===== src/rtl/chm_pkg.sv =====
// chm_pkg: types, codes and sizes shared by the chained hash map core
// no dependencies; imported by chm_bucket_ram, chm_ctrl and the top level
`default_nettype none
package chm_pkg;

   localparam int Capacity  = 64;
   localparam int AddrBits  = $clog2(Capacity);
   localparam int KeyBits   = 32;
   localparam int ValueBits = 32;
   localparam int CountBits = AddrBits + 1;

   localparam logic [1:0] OP_LOOKUP = 2'd0;
   localparam logic [1:0] OP_INSERT = 2'd1;
   localparam logic [1:0] OP_REMOVE = 2'd2;
   localparam logic [1:0] OP_NONE   = 2'd3;

   localparam logic [2:0] STATUS_NOT_FOUND = 3'd0;
   localparam logic [2:0] STATUS_FOUND     = 3'd1;
   localparam logic [2:0] STATUS_INSERTED  = 3'd2;
   localparam logic [2:0] STATUS_UPDATED   = 3'd3;
   localparam logic [2:0] STATUS_REMOVED   = 3'd4;
   localparam logic [2:0] STATUS_FULL      = 3'd5;

   typedef enum logic [1:0] {
      MARK_EMPTY,
      MARK_SNUG,
      MARK_DISPLACED
   } mark_type;

   typedef struct packed {
      mark_type              mark;
      logic [KeyBits-1:0]    key;
      logic [ValueBits-1:0]  value;
      logic [AddrBits-1:0]   fwd;
      logic [AddrBits-1:0]   bwd;
      logic [AddrBits-1:0]   cho;
   } bucket_type;

   typedef struct packed {
      logic                rd_en;
      logic [AddrBits-1:0] rd_addr;
      logic                wr_en;
      logic [AddrBits-1:0] wr_addr;
      bucket_type          wr_data;
   } mem_req_type;

   typedef enum logic [1:0] {
      EDIT_FWD,
      EDIT_BWD,
      EDIT_CHO
   } edit_type;

   typedef enum logic [3:0] {
      ST_IDLE,
      ST_HOME,
      ST_WALK,
      ST_MISS,
      ST_PROBE,
      ST_HIT,
      ST_UNLINK,
      ST_EDIT,
      ST_PULL,
      ST_VAC_RD,
      ST_VAC,
      ST_RESP
   } state_type;

endpackage
`default_nettype wire


===== src/rtl/chm_ctrl.sv =====
// chm_ctrl: request sequencer walking chains, probing and splicing in bucket memory
// depends on chm_pkg; drives chm_bucket_ram through one mem_req_type bundle
`default_nettype none
module chm_ctrl (
   input  wire logic                        clock,
   input  wire logic                        reset,
   input  wire logic                        req_valid,
   output logic                             req_ready,
   input  wire logic [1:0]                  req_op,
   input  wire logic [chm_pkg::KeyBits-1:0]   req_key,
   input  wire logic [chm_pkg::ValueBits-1:0] req_value,
   output logic                             rsp_valid,
   input  wire logic                        rsp_ready,
   output logic [2:0]                       rsp_status,
   output logic [chm_pkg::ValueBits-1:0]    rsp_found_value,
   input  wire logic                        csr_valid,
   output logic                             csr_ready,
   input  wire logic [chm_pkg::CountBits-1:0] csr_data,
   output chm_pkg::mem_req_type             mem_req,
   input  chm_pkg::bucket_type              rd_data
);
   import chm_pkg::*;

   localparam logic [CountBits-1:0] CapCount = CountBits'(Capacity);
   localparam logic [CountBits-1:0] LastStep = CountBits'(Capacity - 1);

   state_type               state_ff, state_in, ret_ff, ret_in;
   logic [1:0]              op_ff, op_in;
   logic [KeyBits-1:0]      key_ff, key_in;
   logic [ValueBits-1:0]    val_ff, val_in;
   logic [AddrBits-1:0]     q_ff, q_in, p_ff, p_in, s_ff, s_in;
   logic [AddrBits-1:0]     dst_ff, dst_in, pull_cho_ff, pull_cho_in;
   logic [AddrBits-1:0]     edit_addr_ff, edit_addr_in, edit_val_ff, edit_val_in;
   edit_type                edit_kind_ff, edit_kind_in;
   logic [CountBits-1:0]    n_ff, n_in, count_ff, count_in;
   logic [CountBits-1:0]    max_ff;
   logic                    has_chain_ff, has_chain_in, home_empty_ff, home_empty_in;
   bucket_type              prec_ff, prec_in;
   logic [2:0]              status_ff, status_in, rsp_status_ff, rsp_status_in;
   logic [ValueBits-1:0]    fv_ff, fv_in, rsp_fv_ff, rsp_fv_in;
   logic                    rsp_valid_ff, rsp_valid_in;

   logic [AddrBits-1:0]     home, nx, pv, jaddr, nx2;
   bucket_type              wrec;

   assign home  = key_ff[AddrBits-1:0];
   assign nx    = p_ff + prec_ff.fwd;
   assign pv    = p_ff - prec_ff.bwd;
   assign jaddr = q_ff + n_ff[AddrBits-1:0];
   assign nx2   = s_ff + rd_data.fwd;

   always_ff @(posedge clock) begin
      if (reset) begin
         state_ff     <= ST_IDLE;
         count_ff     <= '0;
         max_ff       <= CountBits'(48);
         rsp_valid_ff <= 1'b0;
      end else begin
         state_ff     <= state_in;
         count_ff     <= count_in;
         rsp_valid_ff <= rsp_valid_in;
         if (csr_valid) begin
            max_ff <= csr_data;
         end
      end
   end

   always_ff @(posedge clock) begin
      ret_ff        <= ret_in;
      op_ff         <= op_in;
      key_ff        <= key_in;
      val_ff        <= val_in;
      q_ff          <= q_in;
      p_ff          <= p_in;
      s_ff          <= s_in;
      dst_ff        <= dst_in;
      pull_cho_ff   <= pull_cho_in;
      edit_addr_ff  <= edit_addr_in;
      edit_val_ff   <= edit_val_in;
      edit_kind_ff  <= edit_kind_in;
      n_ff          <= n_in;
      has_chain_ff  <= has_chain_in;
      home_empty_ff <= home_empty_in;
      prec_ff       <= prec_in;
      status_ff     <= status_in;
      fv_ff         <= fv_in;
      rsp_status_ff <= rsp_status_in;
      rsp_fv_ff     <= rsp_fv_in;
   end

   always_comb begin
      state_in      = state_ff;
      ret_in        = ret_ff;
      op_in         = op_ff;
      key_in        = key_ff;
      val_in        = val_ff;
      q_in          = q_ff;
      p_in          = p_ff;
      s_in          = s_ff;
      dst_in        = dst_ff;
      pull_cho_in   = pull_cho_ff;
      edit_addr_in  = edit_addr_ff;
      edit_val_in   = edit_val_ff;
      edit_kind_in  = edit_kind_ff;
      n_in          = n_ff;
      has_chain_in  = has_chain_ff;
      home_empty_in = home_empty_ff;
      prec_in       = prec_ff;
      status_in     = status_ff;
      fv_in         = fv_ff;
      count_in      = count_ff;
      rsp_status_in = rsp_status_ff;
      rsp_fv_in     = rsp_fv_ff;
      rsp_valid_in  = rsp_valid_ff && !rsp_ready;
      req_ready     = 1'b0;
      wrec          = rd_data;
      mem_req       = '0;

      unique case (state_ff)
         ST_IDLE: begin
            req_ready = 1'b1;
            if (req_valid) begin
               op_in     = req_op;
               key_in    = req_key;
               val_in    = req_value;
               status_in = STATUS_NOT_FOUND;
               fv_in     = '0;
               if (req_op == OP_NONE) begin
                  state_in = ST_RESP;
               end else begin
                  mem_req.rd_en   = 1'b1;
                  mem_req.rd_addr = req_key[AddrBits-1:0];
                  state_in        = ST_HOME;
               end
            end
         end

         ST_HOME: begin
            home_empty_in = (rd_data.mark == MARK_EMPTY);
            n_in          = '0;
            if (rd_data.mark == MARK_SNUG ||
                (rd_data.mark == MARK_DISPLACED && rd_data.cho != '0)) begin
               has_chain_in    = 1'b1;
               q_in            = (rd_data.mark == MARK_SNUG) ? home : home + rd_data.cho;
               mem_req.rd_en   = 1'b1;
               mem_req.rd_addr = q_in;
               state_in        = ST_WALK;
            end else begin
               has_chain_in = 1'b0;
               q_in         = home;
               state_in     = ST_MISS;
            end
         end

         ST_WALK: begin
            if (rd_data.mark != MARK_EMPTY && rd_data.key == key_ff) begin
               p_in     = q_ff;
               prec_in  = rd_data;
               state_in = ST_HIT;
            end else if (rd_data.fwd == '0) begin
               state_in = ST_MISS;
            end else begin
               q_in = q_ff + rd_data.fwd;
               if (n_ff == LastStep) begin
                  state_in = ST_MISS;
               end else begin
                  n_in            = n_ff + 1'b1;
                  mem_req.rd_en   = 1'b1;
                  mem_req.rd_addr = q_in;
               end
            end
         end

         ST_MISS: begin
            state_in = ST_RESP;
            if (op_ff == OP_INSERT) begin
               if (count_ff >= max_ff || count_ff >= CapCount) begin
                  status_in = STATUS_FULL;
               end else if (home_empty_ff) begin
                  mem_req.wr_en   = 1'b1;
                  mem_req.wr_addr = home;
                  mem_req.wr_data = '{mark: MARK_SNUG, key: key_ff, value: val_ff,
                                      fwd: '0, bwd: '0, cho: '0};
                  count_in        = count_ff + 1'b1;
                  status_in       = STATUS_INSERTED;
               end else begin
                  // probe from the chain tail, or from home when there is no chain
                  n_in            = CountBits'(1);
                  mem_req.rd_en   = 1'b1;
                  mem_req.rd_addr = q_ff + 1'b1;
                  state_in        = ST_PROBE;
               end
            end
         end

         ST_PROBE: begin
            if (rd_data.mark == MARK_EMPTY) begin
               mem_req.wr_en   = 1'b1;
               mem_req.wr_addr = jaddr;
               mem_req.wr_data = '{mark: MARK_DISPLACED, key: key_ff, value: val_ff,
                                   fwd: '0,
                                   bwd: has_chain_ff ? n_ff[AddrBits-1:0] : '0,
                                   cho: rd_data.cho};
               count_in        = count_ff + 1'b1;
               status_in       = STATUS_INSERTED;
               // link the new slot from the tail or from home
               mem_req.rd_en   = 1'b1;
               mem_req.rd_addr = q_ff;
               edit_addr_in    = q_ff;
               edit_kind_in    = has_chain_ff ? EDIT_FWD : EDIT_CHO;
               edit_val_in     = n_ff[AddrBits-1:0];
               ret_in          = ST_RESP;
               state_in        = ST_EDIT;
            end else if (n_ff == CapCount) begin
               status_in = STATUS_FULL;
               state_in  = ST_RESP;
            end else begin
               n_in            = n_ff + 1'b1;
               mem_req.rd_en   = 1'b1;
               mem_req.rd_addr = jaddr + 1'b1;
            end
         end

         ST_HIT: begin
            case (op_ff)
               OP_LOOKUP: begin
                  status_in = STATUS_FOUND;
                  fv_in     = prec_ff.value;
                  state_in  = ST_RESP;
               end
               OP_INSERT: begin
                  wrec            = prec_ff;
                  wrec.value      = val_ff;
                  mem_req.wr_en   = 1'b1;
                  mem_req.wr_addr = p_ff;
                  mem_req.wr_data = wrec;
                  status_in       = STATUS_UPDATED;
                  state_in        = ST_RESP;
               end
               default: begin
                  status_in = STATUS_REMOVED;
                  n_in      = '0;
                  s_in      = p_ff;
                  if (prec_ff.mark == MARK_SNUG) begin
                     if (prec_ff.fwd != '0) begin
                        dst_in          = p_ff;
                        s_in            = nx;
                        pull_cho_in     = prec_ff.cho;
                        mem_req.rd_en   = 1'b1;
                        mem_req.rd_addr = nx;
                        state_in        = ST_PULL;
                     end else begin
                        state_in = ST_VAC_RD;
                     end
                  end else begin
                     // splice: predecessor forward link, or home chain start
                     mem_req.rd_en = 1'b1;
                     ret_in        = ST_UNLINK;
                     state_in      = ST_EDIT;
                     if (prec_ff.bwd != '0) begin
                        edit_addr_in = pv;
                        edit_kind_in = EDIT_FWD;
                        edit_val_in  = (prec_ff.fwd != '0) ? prec_ff.bwd + prec_ff.fwd : '0;
                     end else begin
                        edit_addr_in = home;
                        edit_kind_in = EDIT_CHO;
                        edit_val_in  = (prec_ff.fwd != '0) ? nx - home : '0;
                     end
                     mem_req.rd_addr = edit_addr_in;
                  end
               end
            endcase
         end

         ST_UNLINK: begin
            if (prec_ff.fwd != '0) begin
               mem_req.rd_en   = 1'b1;
               mem_req.rd_addr = nx;
               edit_addr_in    = nx;
               edit_kind_in    = EDIT_BWD;
               edit_val_in     = (prec_ff.bwd != '0) ? prec_ff.bwd + prec_ff.fwd : '0;
               ret_in          = ST_VAC_RD;
               state_in        = ST_EDIT;
            end else begin
               state_in = ST_VAC_RD;
            end
         end

         ST_EDIT: begin
            case (edit_kind_ff)
               EDIT_FWD: wrec.fwd = edit_val_ff;
               EDIT_BWD: wrec.bwd = edit_val_ff;
               default:  wrec.cho = edit_val_ff;
            endcase
            mem_req.wr_en   = 1'b1;
            mem_req.wr_addr = edit_addr_ff;
            mem_req.wr_data = wrec;
            state_in        = ret_ff;
         end

         ST_PULL: begin
            // source entry becomes the snug head at dst
            mem_req.wr_en   = 1'b1;
            mem_req.wr_addr = dst_ff;
            mem_req.wr_data = '{mark: MARK_SNUG, key: rd_data.key, value: rd_data.value,
                                fwd: (rd_data.fwd != '0) ? nx2 - dst_ff : '0,
                                bwd: '0, cho: pull_cho_ff};
            if (rd_data.fwd != '0) begin
               mem_req.rd_en   = 1'b1;
               mem_req.rd_addr = nx2;
               edit_addr_in    = nx2;
               edit_kind_in    = EDIT_BWD;
               edit_val_in     = nx2 - dst_ff;
               ret_in          = ST_VAC_RD;
               state_in        = ST_EDIT;
            end else begin
               state_in = ST_VAC_RD;
            end
         end

         ST_VAC_RD: begin
            mem_req.rd_en   = 1'b1;
            mem_req.rd_addr = s_ff;
            state_in        = ST_VAC;
         end

         ST_VAC: begin
            if (rd_data.cho != '0 && n_ff < CapCount) begin
               n_in            = n_ff + 1'b1;
               dst_in          = s_ff;
               s_in            = s_ff + rd_data.cho;
               pull_cho_in     = '0;
               mem_req.rd_en   = 1'b1;
               mem_req.rd_addr = s_in;
               state_in        = ST_PULL;
            end else begin
               wrec            = rd_data;
               wrec.mark       = MARK_EMPTY;
               wrec.fwd        = '0;
               wrec.bwd        = '0;
               mem_req.wr_en   = 1'b1;
               mem_req.wr_addr = s_ff;
               mem_req.wr_data = wrec;
               if (count_ff != '0) begin
                  count_in = count_ff - 1'b1;
               end
               state_in = ST_RESP;
            end
         end

         ST_RESP: begin
            if (!rsp_valid_ff || rsp_ready) begin
               rsp_valid_in  = 1'b1;
               rsp_status_in = status_ff;
               rsp_fv_in     = fv_ff;
               state_in      = ST_IDLE;
            end
         end

         default: state_in = ST_IDLE;
      endcase
   end

   assign rsp_valid       = rsp_valid_ff;
   assign rsp_status      = rsp_status_ff;
   assign rsp_found_value = rsp_fv_ff;
   assign csr_ready       = 1'b1;

   a_count_bound: assert property (@(posedge clock) disable iff (reset)
      count_ff <= CapCount) else $error("entry count above capacity");
   a_no_write_idle: assert property (@(posedge clock) disable iff (reset)
      mem_req.wr_en |-> state_ff != ST_IDLE) else $error("memory write while idle");
   a_accept_busy: assert property (@(posedge clock) disable iff (reset)
      (req_valid && req_ready) |=> state_ff != ST_IDLE) else $error("accept did not start");
   a_count_step: assert property (@(posedge clock) disable iff (reset)
      state_ff == ST_IDLE |=> $stable(count_ff)) else $error("count moved while idle");

endmodule
`default_nettype wire


===== config.mk =====
export PLATFORM = sky130hd
export DESIGN_NAME = chm_ctrl
export DESIGN_NICKNAME = d
export VERILOG_FILES = /design/src/rtl/chm_pkg.sv /design/src/rtl/chm_ctrl.sv
export SDC_FILE = /design/constraint.sdc
export NUM_CORES = 1
export LEC_CHECK = 0
export BUFFER_PORTS_ARGS = -buffer_cell sky130_fd_sc_hd__buf_2
export CORE_UTILIZATION = 35
export CTS_CLUSTER_DIAMETER = 120
export CTS_CLUSTER_SIZE = 20
export DETAILED_ROUTE_END_ITERATION = 10
export PLACE_DENSITY_LB_ADDON = 0.12
export SLEW_MARGIN = 20
export SYNTH_ARGS = -nofsm -noshare
export SYNTH_HDL_FRONTEND = slang
export SYNTH_SLANG_ARGS = --single-unit

===== constraint.sdc =====
create_clock -name clock -period 7.2 [get_ports clock]
set_input_delay 0.72 -clock clock [delete_from_list [all_inputs] [get_ports clock]]
set_output_delay 0.72 -clock clock [all_outputs]
set_load 0.01 [all_outputs]

==> results of run 1 <==
-- per-stage QoR --
stage | utilization [%] | cell area (sq um) | worst slack [ns] | cells
2_1_floorplan | - | 15800 | 1.15 | 1346
5_1_grt | 41.7 | 18500 | 2.08 | 2222
6_report | 41.7 | 18500 | 2.30 | 2222
3_3_place_gp | 40.4 | 17900 | 2.82 | 2196
4_1_cts | 41.6 | 18500 | 2.30 | 2221
3_5_place_dp | 40.4 | 17900 | 2.68 | 2196
-- sequential cells by signal, summed over array words and instances (netlist names), 4 cells and up --
register and count:
rsp_found_value 32, val_ff 32, q_ff 6, max_ff 7, prec_ff 84, s_ff 6
fv_ff 32, state_ff 4, dst_ff 6, key_ff 32, pull_cho_ff 6, count_ff 7
p_ff 6, edit_addr_ff 6, edit_val_ff 6, n_ff 7
-- worst paths after layout --
path,cells after the start,end,start
setup / recovery,7,mem_req[58],state_ff[1]
hold / removal,1,key_ff[6],req_key[6]
setup reg to reg,13,edit_val_ff[5],prec_ff[12]
hold reg to reg,0,rsp_found_value[24],fv_ff[24]
-- synthesized netlist by cell type (7+ instances only) --
cell type,instances
nand2b_1,12
nand4_1,9
a211oi_1,10
clkbuf_1,35
xnor2_1,46
fa_1,11
o221ai_1,7
a22oi_1,7
nand3_1,30
a31oi_1,8
mux2i_1,28
nand2_1,101
o21ai_0,49
a22o_1,32
nor2_1,102
edfxtp_1,276
a21o_1,19
a221o_1,14
inv_1,89
a211o_1,7
a21oi_1,65
dfxtp_1,19
o211ai_1,9
a222oi_1,53
nor3_1,13
buf_2,13
ha_1,66
xor2_1,45
and2_1,44
nor2b_1,13
-- layer usage --
| metal | part of all wire (%) | up-vias | routed length, um | global-route usage (%) |
|---|---|---|---|---|
| met1 | 42 | 6218 | 23500 | 32.2 |
| met2 | 47 | 642 | 25900 | 38.3 |
| met4 | 2.4 | 6 | 1310 | 5.81 |
| li1 | - | 5644 | - | - |
| met3 | 8.5 | 82 | 4710 | 4.35 |
| met5 | 0.058 | - | 32 | 0 |
-- layout make-up --
| class | instances | share of cell area [%] |
|---|---|---|
| Clock inverter | 1 | 0.163 |
| Clock buffer | 24 | 2.68 |
| Sequential cell | 295 | 46.9 |
| Inverter | 90 | 1.83 |
| Tap cell | 592 | 4.01 |
| Timing Repair Buffer | 318 | 9.05 |
| Multi-Input combinational cell | 902 | 35.3 |
-- layout by cell type (no fill, tap or decap), types with 29 or more instances in the layout --
cell and count:
inv_1 88, ha_1 66, nand3_1 29, buf_2 296
nor2_1 100, xor2_1 45, xnor2_1 46, a21oi_1 65
edfxtp_1 276, a22o_1 32, a222oi_1 53, o21ai_0 49
nand2_1 101, and2_1 44
-- power breakdown --
part	internal (mW)	leakage (nW)	switching, mW
combinational	0.723	4.68	1.22
clock	0.519	0.254	0.570
sequential	2.26	2.70	0.312
total	3.50	7.63	2.11
-- logic make-up (layout without fill, tap and decap cells) --
| logic type | after synthesis | after routing | share of synthesized area, % |
|---|---|---|---|
| AOI/OAI and AO/OA | 335 | 335 | 16.0 |
| buffers and inverters | 149 | 433 | 3.89 |
| other | 1 | 1 | 0.0238 |
| and+or+nand+nor | 369 | 369 | 11.5 |
| muxes | 29 | 29 | 1.85 |
| DFF | 295 | 295 | 55.0 |
| xor gates and xnor gates | 91 | 91 | 5.06 |
| adders and majority gates | 77 | 77 | 6.64 |
==> impl_metrics.yaml, run 1 <==
place:
  place.gp.congestion: 0.970
  detailed_place_hpwl_um: 41800
  portBuffers: 296
clock_network:
  clk_pin_slew_ns: 0.09
  h-tree-depth: 1
  cts.sinks: 295
  root_buffer: "clkbuf_16"
  ctsResizeCount: 0
  postCtsSetupBuffers: 0
  hold_buffers: 0
  cts_buffer_depth: 3
  numCtsBuffers: 18
  insertion_delay_ns: 0.52
  tritoncts: "yes"
power_and_ir_drop:
  ir_drop_mv: 0.250
  power_density_mw_per_mm2: 304
  p_leak_nw: 7.63
  p_total_mw: 5.61
critical_path:
  cp-end-kind: "output pin"
  worst_ep_required_time_ns: 6.48
  worstSetupPathType: "flip-flop to output pin"
  cp-start-kind: "flip-flop"
  worstPathArrival_ns: 4.18
  critPathBufInv: 3
  cp_slowest_cell: "dfxtp_1"
  path_delay_family: "simple AND/OR/NAND/NOR gates"
  reg2reg_slack_ns: 3.54
  crit_chain: "nor2b_1 -> nand3_1 -> nand3_2 -> buf_4 -> a222oi_1 -> inv_1 -> buf_2"
  max_stage_delay_ns: 0.83
  worstPathMaxFanout: 48
floorplan:
  dieWidth_um: 214
  num_rows: 77
  start_util_pct: 35.5
  die_area_sq_mm: 0.0459
  io-pin-count: 298
  die_h_um: 214
  design.core.area_sq_mm: 0.0443
layout:
  seq_area_sq_mm: 0.00867
  diodes: 0
  area_delta_synth_final_pct: 17.3
  fillCellCount: 4313
  layout-drive-gt1-share_pct: 22.4
  final_nets: 1864
  multi_input_area_sq_mm: 0.00653
yosys:
  ys_ff_latch: 295
  synth-main-ff-cell: "edfxtp_1"
  syn_area_sq_mm: 0.0158
  synthCells: 1346
  ys_top_cells_by_area: "edfxtp_1 (53%), ha_1 (5.2%), a222oi_1 (3.4%), xnor2_1 (2.6%), xor2_1 (2.5%)"
  async_flop_share_pct: 0
  yosysWarnings: 0
  ys_seq_area_share_pct: 55.0
  synth_cell_type_count: 82
  synth_area_per_cell_sq_um: 11.7
  synth_top_area_cell: "edfxtp_1"
  synth-edff-count: 276
  syn-num-nets: 1585
  synth_top_area_share_pct: 52.6
detailed_routing:
  wirelength_um: 55500
  first_pass_iters: 7
  drt-wirelength-per-cell_um: 25.0
  routed_via_density: 5.67
  drc_errors: 0
  final_antenna_net_count: 0
  drt_iter0_drc: 1529
  vias: 12600
sta:
  hold_violations: 0
  period_needed_ns: 4.90
  tightest_slew_ns: 0.950
  finalMaxSlewViolations: 0
  holdWs_ns: 0.374
  clock_skew_ns: 0.0185
  rsz0062_at_grt: "false"
  post-route-period-util_pct: 68.0
  setup_viol: 0
  fmax_mhz: 204
  slew-limit-headroom_pct: 36.1
  tns_ns: 0
global_route:
  grt_pass1_vias: 12300
  grt_usage_pct: 23.5
  antenna_found_initial: 3
  overflow: 0
  grt_max_degree: 67
  grt_pass1_wl_um: 81000
hold_path:
  hp-class: "input port to flip-flop"
run:
  maxCapViolations: 0
status:
  outcome: "complete, no violations"
Power figures use the tool's default switching activity.
==> inputs of run 2 (changes only) <==
--- a/config.mk
+++ b/config.mk
@@ -5,6 +5,7 @@
 export SDC_FILE = /design/constraint.sdc
 export NUM_CORES = 1
 export LEC_CHECK = 0
+export ABC_AREA = 1
 export BUFFER_PORTS_ARGS = -buffer_cell sky130_fd_sc_hd__buf_2
 export CORE_UTILIZATION = 35
 export CTS_CLUSTER_DIAMETER = 120
==> constraint.sdc (replaced) <==
create_clock -name clock -period 4.92 [get_ports clock]
set_input_delay 0.492 -clock clock [delete_from_list [all_inputs] [get_ports clock]]
set_output_delay 0.492 -clock clock [all_outputs]
set_load 0.01 [all_outputs]
==> run 2 against run 1 <==
Net effect:
- clock-buffer cell count rose by 1
- worst hold slack got worse by 0.25 ns
- non-clock buffer count rose by 10
- critical path type unchanged
==> impl_metrics.yaml, run 2 <==
status:
  outcome: "complete, no violations"
yosys:
  synth_cell_type_count: 52
  yosysWarnings: 0
  synth_most_common_cell: "nand2_1"
  synth_area_per_cell_sq_um: 9.23
  synth_top_area_share_pct: 50.3
  syn_area_sq_mm: 0.0165
  synth-main-ff-cell: "edfxtp_1"
  synth-edff-count: 276
  syn-num-nets: 2025
  async_flop_share_pct: 0
  synthCells: 1786
  ys_ff_latch: 295
  synth_top_area_cell: "edfxtp_1"
  ys_top_cells_by_area: "edfxtp_1 (50%), nand2_1 (8.6%), inv_1 (5.5%), ha_1 (5.0%), nor2_1 (3.8%)"
  yosys-top-cells-count: "nand2_1 (378), edfxtp_1 (276), inv_1 (240)"
  ys_seq_area_share_pct: 52.6
critical_path:
  cp-start-kind: "flip-flop"
  cp-endpoint: "mem_req[17]"
  worstPathArrival_ns: 3.59
  worstSetupPathType: "flip-flop to output pin"
  worstPathMaxFanout: 5
  reg2reg_slack_ns: 1.73
  worst_ep_required_time_ns: 4.43
  r2r_cells: 18
  cp-end-kind: "output pin"
  crit_path_start: "s_ff[0]"
  reg2reg_to: "edit_val_ff[5]"
  r2r-start: "s_ff[0]"
detailed_routing:
  drt-wirelength-per-cell_um: 22.6
  routed_via_density: 5.29
  first_pass_iters: 7
  drc_errors: 0
  drt_iter0_drc: 1242
  wirelength_um: 61200
  vias: 14300
  final_antenna_net_count: 0
layout:
  diodes: 0
  area_delta_synth_final_pct: 17.4
  final_common_cell: "nand2_1"
  layout-drive-gt1-share_pct: 19.2
  final_nets: 2333
  largest_register_ffs: 84
  fin_cells: 2708
  regMostFlops: "prec_ff"
  final_core_util_pct: 41.6
  fillCellCount: 4662
  final_cell_mix: "nand2_1 (378), buf_2 (296), edfxtp_1 (276), inv_1 (240), nor2_1 (167)"
sta:
  tightest_slew_ns: 1.16
  slew-limit-headroom_pct: 22.6
  hold_violations: 0
  post-route-period-util_pct: 83.0
  fmax_mhz: 245
  rsz0062_at_grt: "false"
  tns_ns: 0
  period_needed_ns: 4.08
  finalMaxSlewViolations: 0
  setup_viol: 0
  holdWs_ns: 0.123
  clock_skew_ns: 0.0229
place:
  dp_cells: 2681
  place.gp.congestion: 0.947
  portBuffers: 296
  detailed_place_hpwl_um: 47900
global_route:
  grt_pass1_vias: 13800
  grt_pass1_wl_um: 89400
  grt_max_degree: 62
  overflow: 0
  grt_usage_pct: 25.4
  antenna_found_initial: 3
run:
  maxCapViolations: 0
clock_network:
  postCtsSetupBuffers: 0
  h-tree-depth: 1
  cts.sinks: 295
  root_buffer: "clkbuf_16"
  insertion_delay_ns: 0.55
  cts_buffer_depth: 3
  numCtsBuffers: 18
  tritoncts: "yes"
  clk_pin_slew_ns: 0.10
  ctsResizeCount: 0
  hold_buffers: 0
floorplan:
  design.core.area_sq_mm: 0.0465
  die_area_sq_mm: 0.0480
  io-pin-count: 298
  num_rows: 79
  dieWidth_um: 219
  die_h_um: 219
  start_util_pct: 35.5
hold_path:
  hp-class: "input port to flip-flop"
power_and_ir_drop:
  power_density_mw_per_mm2: 411
  p_total_mw: 7.96
  ir_drop_mv: 0.266
  p_leak_nw: 8.62
## run 2: cell count changes after synthesis, sizes merged, moves of 28 or more
cell,change
a222oi,-53
and2,-44
inv,+164
mux2i,-28
nand2,+287
nand3,+90
nor2,+77
o21ai,+55
## run 2: final cells by class
cell class	count	area [sq um]	area share [%]
timing repair buffer	328	1720	8.90
clock buffer	25	487	2.52
sequential	295	8670	44.8
tap	607	759	3.93
inverter	256	961	4.97
clock inverter	2	21.3	0.110
multi-input combinational	1195	6730	34.8
## run 2: cell families after synthesis
| kind of cell | share of synthesized area [%] |
|---|---|
| AND/OR/NAND/NOR | 19.8 |
| AO/OA/AOI/OAI | 11.9 |
| buffers and inverters | 6.92 |
| flip-flops | 52.6 |
| adder cells (fa/ha/maj) | 6.35 |
| XOR/XNOR | 2.39 |
| other | 0.0228 |
## run 2: stage by stage
step	instance area (sq um)	setup WS [ns]
final	19300	0.836
after global routing	19300	0.621
after CTS	19300	0.853
after detailed placement	18800	1.34
after global placement	18800	1.35
after floorplan	16500	1.03
## run 2: power breakdown
| part | switching [mW] | leakage (nW) | internal (mW) |
|---|---|---|---|
| registers | 0.329 | 2.70 | 3.26 |
| logic | 1.88 | 5.68 | 0.909 |
| clock network | 0.876 | 0.243 | 0.699 |
| total | 3.09 | 8.62 | 4.87 |
## run 2: how the worst min path moves through the flow
stage	startpoint	to	slack (ns)	depth (start not counted)
6_report	req_key[28]	key_ff[28]	0.12	1
5_1_grt	req_value[9]	val_ff[9]	0.10	1
4_1_cts	req_key[22]	key_ff[22]	0.11	1
3_5_place_dp	fv_ff[0]	rsp_found_value[0]	0.40	0
3_3_place_gp	fv_ff[20]	rsp_found_value[20]	0.40	0
2_1_floorplan	fv_ff[0]	rsp_found_value[0]	0.40	0
## run 2: worst max-delay path: stages (launching register included)
cell and delay [ns]:
edfxtp_1 0.50, ha_1 0.24, inv_1 0.06, fa_1 0.40, o21ai_0 0.26, xnor2_1 0.21, inv_1 0.12, ha_1 0.34
a21oi_1 0.21, nand3_1 0.11, nand2_1 0.09, nand2_1 0.05, nand2_1 0.08, nand3_1 0.11, o211ai_1 0.10, buf_2 0.18
## run 2: layer usage
metal	GRT usage, %	vias up	part of all wire [%]
met2	42.0	546	46
li1	-	6755	-
met4	7.08	4	2.9
met3	3.13	83	6.4
met1	34.8	6928	45
met5	0	-	0.038
